[src/hw/rtl/tekd_pkg.sv]
// tekd_pkg: types, command codes, byte constants and key tables for the
// terminal escape key decoder; no dependencies
package tekd_pkg;

   typedef logic [1:0]  kind_type;
   typedef logic [7:0]  byte_type;
   typedef logic [4:0]  cmd_type;
   typedef logic [16:0] acc_type;
   typedef logic [2:0]  count_type;

   // event kinds
   localparam kind_type KIND_BYTE = 2'd0;
   localparam kind_type KIND_WAIT = 2'd1;
   localparam kind_type KIND_END  = 2'd2;

   // command codes
   localparam cmd_type CMD_NONE    = 5'd0;
   localparam cmd_type CMD_FWD     = 5'd1;
   localparam cmd_type CMD_BACK    = 5'd2;
   localparam cmd_type CMD_LEFT    = 5'd3;
   localparam cmd_type CMD_RIGHT   = 5'd4;
   localparam cmd_type CMD_ASCEND  = 5'd5;
   localparam cmd_type CMD_PAUSE   = 5'd6;
   localparam cmd_type CMD_ALT     = 5'd7;
   localparam cmd_type CMD_RESTART = 5'd8;
   localparam cmd_type CMD_QUIT    = 5'd9;
   localparam cmd_type CMD_OPT1    = 5'd10;
   localparam cmd_type CMD_TRIM_PU = 5'd13;
   localparam cmd_type CMD_TRIM_PD = 5'd14;
   localparam cmd_type CMD_TRIM_RL = 5'd15;
   localparam cmd_type CMD_TRIM_RR = 5'd16;
   localparam cmd_type CMD_SAVE    = 5'd17;
   localparam cmd_type CMD_LOAD    = 5'd18;
   localparam cmd_type CMD_UNKNOWN = 5'd19;

   // function key numbers of the csi numeric form
   localparam acc_type FKEY_TRIM_PU = 17'd11;
   localparam acc_type FKEY_TRIM_PD = 17'd12;
   localparam acc_type FKEY_TRIM_RL = 17'd13;
   localparam acc_type FKEY_TRIM_RR = 17'd14;
   localparam acc_type FKEY_SAVE    = 17'd15;
   localparam acc_type FKEY_LOAD    = 17'd20;

   localparam count_type MAX_DIGITS = 3'd5;

   // bytes of interest
   localparam byte_type CH_ESC      = 8'h1B;
   localparam byte_type CH_SPACE    = 8'h20;
   localparam byte_type CH_ZERO     = 8'h30;
   localparam byte_type CH_ONE      = 8'h31;
   localparam byte_type CH_THREE    = 8'h33;
   localparam byte_type CH_NINE     = 8'h39;
   localparam byte_type CH_UP_A     = 8'h41;
   localparam byte_type CH_UP_B     = 8'h42;
   localparam byte_type CH_UP_C     = 8'h43;
   localparam byte_type CH_UP_D     = 8'h44;
   localparam byte_type CH_UP_H     = 8'h48;
   localparam byte_type CH_UP_O     = 8'h4F;
   localparam byte_type CH_UP_P     = 8'h50;
   localparam byte_type CH_UP_R     = 8'h52;
   localparam byte_type CH_UP_S     = 8'h53;
   localparam byte_type CH_UP_W     = 8'h57;
   localparam byte_type CH_UP_X     = 8'h58;
   localparam byte_type CH_LBRACKET = 8'h5B;
   localparam byte_type CH_LO_A     = 8'h61;
   localparam byte_type CH_LO_D     = 8'h64;
   localparam byte_type CH_LO_H     = 8'h68;
   localparam byte_type CH_LO_P     = 8'h70;
   localparam byte_type CH_LO_R     = 8'h72;
   localparam byte_type CH_LO_S     = 8'h73;
   localparam byte_type CH_LO_W     = 8'h77;
   localparam byte_type CH_LO_X     = 8'h78;
   localparam byte_type CH_TILDE    = 8'h7E;

   typedef enum logic [2:0] {
      MODE_IDLE   = 3'd0,
      MODE_ESC    = 3'd1,
      MODE_SS3    = 3'd2,
      MODE_CSI    = 3'd3,
      MODE_DIGITS = 3'd4
   } mode_type;

   typedef struct packed {
      mode_type  mode;
      acc_type   acc;
      count_type count;
      logic      ended;
   } parse_state_type;

   typedef struct packed {
      logic    emit;
      cmd_type command;
   } decode_result_type;

   function automatic cmd_type plain_key(input byte_type b);
      cmd_type c;
      case (b) inside
         CH_UP_W, CH_LO_W: c = CMD_FWD;
         CH_UP_S, CH_LO_S: c = CMD_BACK;
         CH_UP_A, CH_LO_A: c = CMD_LEFT;
         CH_UP_D, CH_LO_D: c = CMD_RIGHT;
         CH_SPACE:         c = CMD_ASCEND;
         CH_UP_P, CH_LO_P: c = CMD_PAUSE;
         CH_UP_H, CH_LO_H: c = CMD_ALT;
         CH_UP_R, CH_LO_R: c = CMD_RESTART;
         CH_UP_X, CH_LO_X: c = CMD_QUIT;
         // '1' '2' '3' sit at low bits 1..3
         [CH_ONE:CH_THREE]: c = CMD_OPT1 + cmd_type'(b[1:0]) - 5'd1;
         default:          c = CMD_UNKNOWN;
      endcase
      return c;
   endfunction

   function automatic cmd_type arrow_key(input byte_type b);
      cmd_type c;
      case (b)
         CH_UP_A: c = CMD_FWD;
         CH_UP_B: c = CMD_BACK;
         CH_UP_C: c = CMD_RIGHT;
         CH_UP_D: c = CMD_LEFT;
         default: c = CMD_NONE;
      endcase
      return c;
   endfunction

   function automatic cmd_type function_key(input acc_type code);
      cmd_type c;
      case (code)
         FKEY_TRIM_PU: c = CMD_TRIM_PU;
         FKEY_TRIM_PD: c = CMD_TRIM_PD;
         FKEY_TRIM_RL: c = CMD_TRIM_RL;
         FKEY_TRIM_RR: c = CMD_TRIM_RR;
         FKEY_SAVE:    c = CMD_SAVE;
         FKEY_LOAD:    c = CMD_LOAD;
         default:      c = CMD_UNKNOWN;
      endcase
      return c;
   endfunction

   function automatic logic is_digit(input byte_type b);
      return (b >= CH_ZERO) && (b <= CH_NINE);
   endfunction

endpackage

[src/hw/rtl/tekd_decode.sv]
// tekd_decode: one-event decode of the escape parser, next parse state and
// optional command; depends on tekd_pkg
module tekd_decode (
   input  tekd_pkg::parse_state_type   state,
   input  tekd_pkg::kind_type          kind,
   input  tekd_pkg::byte_type          byte_value,
   output tekd_pkg::parse_state_type   state_next,
   output tekd_pkg::decode_result_type result
);
   import tekd_pkg::*;

   logic       have;
   logic [3:0] digit;
   acc_type    acc_times_ten;
   count_type  count_plus;
   cmd_type    arrow;

   assign have          = (kind == KIND_BYTE);
   // '0'..'9' carry their value in the low nibble
   assign digit         = byte_value[3:0];
   // acc * 10 as (acc << 3) + (acc << 1), wrapping at 17 bits
   assign acc_times_ten = {state.acc[13:0], 3'b000} + {state.acc[15:0], 1'b0};
   assign count_plus    = state.count + 3'd1;
   assign arrow         = arrow_key(byte_value);

   always_comb begin
      logic    go_idle;
      cmd_type cmd;
      go_idle    = 1'b1;
      cmd        = CMD_UNKNOWN;
      state_next = state;

      if (state.ended || kind == KIND_END) begin
         cmd              = CMD_QUIT;
         state_next.ended = 1'b1;
      end else begin
         unique case (state.mode)
            MODE_ESC: begin
               if (!have) begin
                  cmd = CMD_QUIT;
               end else if (byte_value == CH_UP_O) begin
                  go_idle         = 1'b0;
                  state_next.mode = MODE_SS3;
               end else if (byte_value == CH_LBRACKET) begin
                  go_idle         = 1'b0;
                  state_next.mode = MODE_CSI;
               end
            end
            MODE_SS3: begin
               if (have) begin
                  if (byte_value >= CH_UP_P && byte_value <= CH_UP_S) begin
                     cmd = CMD_TRIM_PU + cmd_type'(byte_value[1:0]);
                  end else if (arrow != CMD_NONE) begin
                     cmd = arrow;
                  end
               end
            end
            MODE_CSI: begin
               if (have) begin
                  if (arrow != CMD_NONE) begin
                     cmd = arrow;
                  end else if (is_digit(byte_value)) begin
                     go_idle          = 1'b0;
                     state_next.mode  = MODE_DIGITS;
                     state_next.acc   = acc_type'(digit);
                     state_next.count = 3'd1;
                  end
               end
            end
            MODE_DIGITS: begin
               if (have) begin
                  if (byte_value == CH_TILDE) begin
                     cmd = function_key(state.acc);
                  end else if (is_digit(byte_value)) begin
                     // fifth digit overflows: unknown
                     if (count_plus < MAX_DIGITS) begin
                        go_idle          = 1'b0;
                        state_next.acc   = acc_times_ten + acc_type'(digit);
                        state_next.count = count_plus;
                     end
                  end
               end
            end
            default: begin
               if (!have) begin
                  cmd = CMD_NONE;
               end else if (byte_value == CH_ESC) begin
                  go_idle         = 1'b0;
                  state_next.mode = MODE_ESC;
               end else begin
                  cmd = plain_key(byte_value);
               end
            end
         endcase
      end

      if (go_idle) begin
         state_next.mode  = MODE_IDLE;
         state_next.acc   = '0;
         state_next.count = '0;
      end
      result.emit    = go_idle;
      result.command = cmd;
   end

endmodule

[src/hw/rtl/terminal_escape_key_decoder.sv]
// terminal_escape_key_decoder: top level, request register, parse state and
// response register around tekd_decode; depends on tekd_pkg, tekd_decode
//
// usage
//   request channel: req_valid/req_ready with req_kind (byte, wait expired,
//   end of input) and req_byte_value; one keyboard event per request
//   response channel: rsp_valid/rsp_ready with rsp_command; each request
//   gives zero or one response (bytes that open or continue an escape
//   sequence give none)
//   path: a taken request is held in the request register, then decoded into
//   the response register once the response slot is free
//   throughput: one request per cycle while no response stall holds it,
//   set by the single decode pass; the parse state updates in the same
//   cycle the decoded item leaves the request register
//   stall: while rsp_valid is high and rsp_ready low, the response holds;
//   the request register still takes one more request, then req_ready drops
//   until the response is taken
//   reset: synchronous, active high; clears both valid bits and the parse
//   state (idle, no digits, end of input not seen)
//   after end of input every later request answers quit
module terminal_escape_key_decoder (
   input  logic               clock,
   input  logic               reset,
   input  logic               req_valid,
   output logic               req_ready,
   input  tekd_pkg::kind_type req_kind,
   input  tekd_pkg::byte_type req_byte_value,
   output logic               rsp_valid,
   input  logic               rsp_ready,
   output tekd_pkg::cmd_type  rsp_command
);
   import tekd_pkg::*;

   // request register
   logic            in_valid_ff, in_valid_in;
   kind_type        in_kind_ff;
   byte_type        in_byte_ff;

   // parse state
   parse_state_type state_ff, state_in;

   // response register
   logic            rsp_valid_ff, rsp_valid_in;
   cmd_type         rsp_command_ff, rsp_command_in;

   parse_state_type   state_next;
   decode_result_type result;
   logic              req_fire;
   logic              stage_fire;

   tekd_decode u_decode (
      .state      (state_ff),
      .kind       (in_kind_ff),
      .byte_value (in_byte_ff),
      .state_next (state_next),
      .result     (result)
   );

   // decoded item leaves the request register when the response slot is free
   assign stage_fire = in_valid_ff && (!rsp_valid_ff || rsp_ready);
   assign req_ready  = !in_valid_ff || stage_fire;
   assign req_fire   = req_valid && req_ready;

   always_comb begin
      in_valid_in = in_valid_ff;
      if (req_fire) begin
         in_valid_in = 1'b1;
      end else if (stage_fire) begin
         in_valid_in = 1'b0;
      end
   end

   always_comb begin
      state_in = stage_fire ? state_next : state_ff;
   end

   always_comb begin
      rsp_valid_in   = rsp_valid_ff;
      rsp_command_in = rsp_command_ff;
      if (stage_fire) begin
         rsp_valid_in = result.emit;
         if (result.emit) begin
            rsp_command_in = result.command;
         end
      end else if (rsp_ready) begin
         rsp_valid_in = 1'b0;
      end
   end

   always_ff @(posedge clock) begin
      if (reset) begin
         in_valid_ff  <= 1'b0;
         rsp_valid_ff <= 1'b0;
         state_ff     <= '{mode: MODE_IDLE, acc: '0, count: '0, ended: 1'b0};
      end else begin
         in_valid_ff  <= in_valid_in;
         rsp_valid_ff <= rsp_valid_in;
         state_ff     <= state_in;
      end
   end

   // payload, no reset
   always_ff @(posedge clock) begin
      if (req_fire) begin
         in_kind_ff <= req_kind;
         in_byte_ff <= req_byte_value;
      end
      rsp_command_ff <= rsp_command_in;
   end

   assign rsp_valid   = rsp_valid_ff;
   assign rsp_command = rsp_command_ff;

`ifndef SYNTHESIS
   // end of input is sticky
   a_ended_sticky: assert property (@(posedge clock) disable iff (reset)
      state_ff.ended |=> state_ff.ended)
      else $error("end of input flag cleared");

   // once ended, every decoded request answers quit
   a_ended_quit: assert property (@(posedge clock) disable iff (reset)
      (stage_fire && state_ff.ended) |=> (rsp_valid_ff && rsp_command_ff == CMD_QUIT))
      else $error("request after end of input did not answer quit");

   // digits counted only while gathering csi digits
   a_count_mode: assert property (@(posedge clock) disable iff (reset)
      (state_ff.count != 3'd0) |-> (state_ff.mode == MODE_DIGITS))
      else $error("digit count outside digit mode");

   // parser rests idle after end of input
   a_ended_idle: assert property (@(posedge clock) disable iff (reset)
      state_ff.ended |-> (state_ff.mode == MODE_IDLE))
      else $error("parser left idle after end of input");

   // a held response is never overwritten
   a_rsp_hold: assert property (@(posedge clock) disable iff (reset)
      (rsp_valid_ff && !rsp_ready) |=> (rsp_valid_ff && $stable(rsp_command_ff)))
      else $error("stalled response changed");
`endif

endmodule

[config.mk]
export PLATFORM = sky130hd
export DESIGN_NAME = terminal_escape_key_decoder
export DESIGN_NICKNAME = d
export VERILOG_FILES = /design/src/hw/rtl/tekd_pkg.sv /design/src/hw/rtl/tekd_decode.sv /design/src/hw/rtl/terminal_escape_key_decoder.sv
export SDC_FILE = /design/constraint.sdc
export NUM_CORES = 1
export LEC_CHECK = 0
export BUFFER_PORTS_ARGS = -buffer_cell sky130_fd_sc_hd__buf_4
export CAP_MARGIN = 25
export CORE_ASPECT_RATIO = 1.5
export CORE_UTILIZATION = 50
export CTS_BUF_LIST = sky130_fd_sc_hd__clkbuf_4 sky130_fd_sc_hd__clkbuf_8
export CTS_CLUSTER_SIZE = 16
export DETAILED_ROUTE_END_ITERATION = 12
export HOLD_SLACK_MARGIN = 0.1
export PLACE_DENSITY = 0.75
export SETUP_SLACK_MARGIN = 0.15
export SLEW_MARGIN = 5
export SYNTH_ARGS = -nofsm -noshare
export SYNTH_HDL_FRONTEND = slang
export SYNTH_SLANG_ARGS = --single-unit
export TNS_END_PERCENT = 100
[constraint.sdc]
create_clock -name clock -period 2.6 [get_ports clock]
set_input_delay 0.52 -clock clock [delete_from_list [all_inputs] [get_ports clock]]
set_output_delay 0.52 -clock clock [all_outputs]
set_load 0.02 [all_outputs]
==> impl_metrics.tcl <==
set metrics [dict create \
    status "complete, no violations" \
    setup.worst_path.start "in_byte_ff[2]" \
    core_area_sq_um 6580 \
    design.die.area_sq_um 7260 \
    grt_use_total_pct 27.9 \
    finalNetCount 498 \
    hold_buffers 0 \
    antenna_found_initial 0 \
    cp-start-kind "flop" \
    cts_buffer_depth 2 \
    grt_pass1_wl_microns 16200 \
    ys_async_sr_fraction_pct 0 \
    p_switching_w 0.000450 \
    fmax_ghz 0.385 \
    htreeDepth 2 \
    ant_nets 0 \
    p_int_w 0.00121 \
    hp-class "input port to flop" \
    relSlewSlack_pct 59.8 \
    drive_gt1_share_pct 26.5 \
    skew_ns 0.00856 \
    post-synth-top-area-fraction_pct 15.1 \
    finalSetupViolations 0 \
    worstMarginPinSlew_ns 0.599 \
    die_h_microns 104 \
    portBuffers 20 \
    yosys-top-cells-area "dfxtp_1 (15%), edfxtp_1 (13%), ha_1 (12%)" \
    p_leak_nw 1.76 \
    drt_iter0_markers 267 \
    synth_flop_cell "dfxtp_1" \
    via_per_inst 6.59 \
    clock_latency_ns 0.31 \
    syn_inst 398 \
    drc 0 \
    ys_ff_latch 41 \
    pwr-share-seq_pct 42.5 \
    clock_power_share_pct 38.3 \
    post-dp-hpwl_microns 7260 \
    r2r_setup_slack_ns 0.005 \
    yosysSeqAreaShare_pct 28.1 \
    end_kind "flop" \
    fin_crit_sh_pct 99.8 \
    firstDrtPassIters 6 \
    routed_wl_microns 10200 \
    yosysUniqueCellTypes 68 \
    cp.arrival_ns 2.85 \
    start_util_pct 52.6 \
    grt_max_degree 21 \
    yosys_warnings 0 \
    synth_nets 448 \
    grt_setup_unrepaired "yes" \
    r2r-end "state_ff[14]" \
    path_class "flop to flop" \
    syn_to_final_growth_pct 27.6 \
    cts_inserted_buffers 5 \
    rows 36 \
    io_pins 21 \
    fin_crit_ns 2.59 \
    synth_area_sq_um 3460 \
    reg2reg_depth 9 \
    grt-ovfl-total 0 \
    synth_area_per_cell_sq_um 8.69 \
    synth_edf_count 15 \
    cts_tree "built" \
    irDropWorstVdd_mv 0.201 \
    antenna_cells 0 \
    cts.sinks 41 \
    combinationalPowerShare_pct 19.1 \
    cts.clk_slew.worst_paths_ns 0.09 \
    vias 3458 \
    crit_end "state_ff[14]" \
    max_cap_viol_count 0 \
    yosysTopAreaCell "dfxtp_1" \
    post_drt_wl_per_cell_microns 19.5 \
    setup_tns_ns 0 \
    power_density_nw_per_um2 377 \
    gp_congestion 0.906 \
    die_w_microns 69.9 \
    grt_pass1_vias 3488 \
    root_buffer "clkbuf_8" \
    slew_violations 0 \
    swShare_pct 27.1 \
    cp.required_ns 2.86 \
    r2r_start "in_byte_ff[2]" \
    finalHoldViolCount 0 \
    critPathMaxFanout 3 \
    fin_util_pct 67.1 \
]
## cell usage in the layout, fill, tap and decap left out, drive strengths merged, types with 13 or more instances in the layout
master / Yosys / layout
edfxtp: 15 / 15
nor3: 14 / 14
o21ai: 23 / 23
ha: 34 / 34
dfxtp: 26 / 26
nor2: 25 / 25
a21oi: 33 / 33
buf: 5 / 63
nand2: 19 / 19
inv: 12 / 13
nand3: 13 / 13
## power by group through the flow
stage / sequential [W] / clock [W] / combinational (W)
floorplan: 0.000726 / 0 / 0.000156
global placement: 0.000720 / 0 / 0.000260
detailed placement: 0.000721 / 0 / 0.000262
CTS: 0.000706 / 0.000633 / 0.000279
global route: 0.000709 / 0.000659 / 0.000342
finish: 0.000707 / 0.000636 / 0.000318
## flip-flops by register name, summed over array words and instances (netlist names)
signal,count
in_byte_ff,8
in_kind_ff,2
in_valid_ff,1
rsp_command,5
rsp_valid,1
state_ff,24
## timing repair
action                                  in CTS  in global routing
pin swaps                                    7                 21
gates resized for setup                     11                 42
gates cloned                                 0                  0
endpoints found under the setup margin      24                 30
setup buffers                                6                  8
## worst min path at each step
stage | start | to | slack, ns | cells after the start
after floorplan | state_ff[2] | state_ff[2] | 0.45 | 2
after global placement | state_ff[2] | state_ff[2] | 0.47 | 2
after detailed placement | state_ff[1] | state_ff[1] | 0.49 | 2
after CTS | req_kind[0] | in_kind_ff[0] | 0.38 | 1
after global routing | req_byte_value[7] | in_byte_ff[7] | 0.38 | 1
final | req_kind[1] | in_kind_ff[1] | 0.39 | 1
## stage by stage
stage,power [W],hold slack (ns),setup WS [ns],std cells,instance area [sq um]
3_5_place_dp,0.000983,0.486,-0.0368,503,3860
5_1_grt,0.00171,0.379,-0.0871,525,4410
2_1_floorplan,0.000882,0.453,0.0519,398,3470
6_report,0.00166,0.386,0.00529,525,4410
3_3_place_gp,0.000980,0.469,0.0392,503,3860
4_1_cts,0.00162,0.384,0.0293,517,4110
## Yosys cell counts, drive strengths merged (5+ instances only)
library cell / number
nand2b: 6
a21o: 8
xnor2: 10
nand3: 13
o211ai: 12
inv: 12
clkbuf: 15
mux2i: 5
o2bb2ai: 6
nand2: 19
a21oi: 33
edfxtp: 15
buf: 5
o21ai: 23
nor2: 25
nor3: 14
a31oi: 7
xor2: 5
and3: 6
nand4: 9
dfxtp: 26
nor2b: 7
ha: 34
o31ai: 6
## worst max-delay path, stage by stage (launching register included)
cell      delay [ns]
edfxtp_1        0.46
ha_4            0.25
ha_4            0.17
fa_2            0.39
a211oi_4        0.29
o21ai_2         0.12
a31oi_1         0.23
xor2_1          0.09
or4_1           0.42
a21oi_2         0.12
## layout make-up
cell class	instances	area, sq um
inverter	12	45.0
tap	76	95.1
clock inverter	3	68.8
multi-input combinational	325	2670
clock buffer	5	68.8
sequential	41	972
timing repair buffer	63	493
fill	524	2170
## cells by family after synthesis
group | count (synthesis) | share of synthesized area [%]
buf+inv | 32 | 3.73
mux | 5 | 1.45
flops | 41 | 28.1
xor+xnor | 15 | 3.80
compound gates | 140 | 28.9
fa+ha+maj | 36 | 13.5
simple gates | 129 | 20.6
## layer usage
layer	track usage, %	vias to the layer above	share of wire (%)
met1	28.7	1635	36
met4	21.1	0	6.4
met2	49.9	127	54
met5	0	-	0
met3	3.60	50	3.7
li1	-	1646	-
Power figures use the tool's default switching activity.
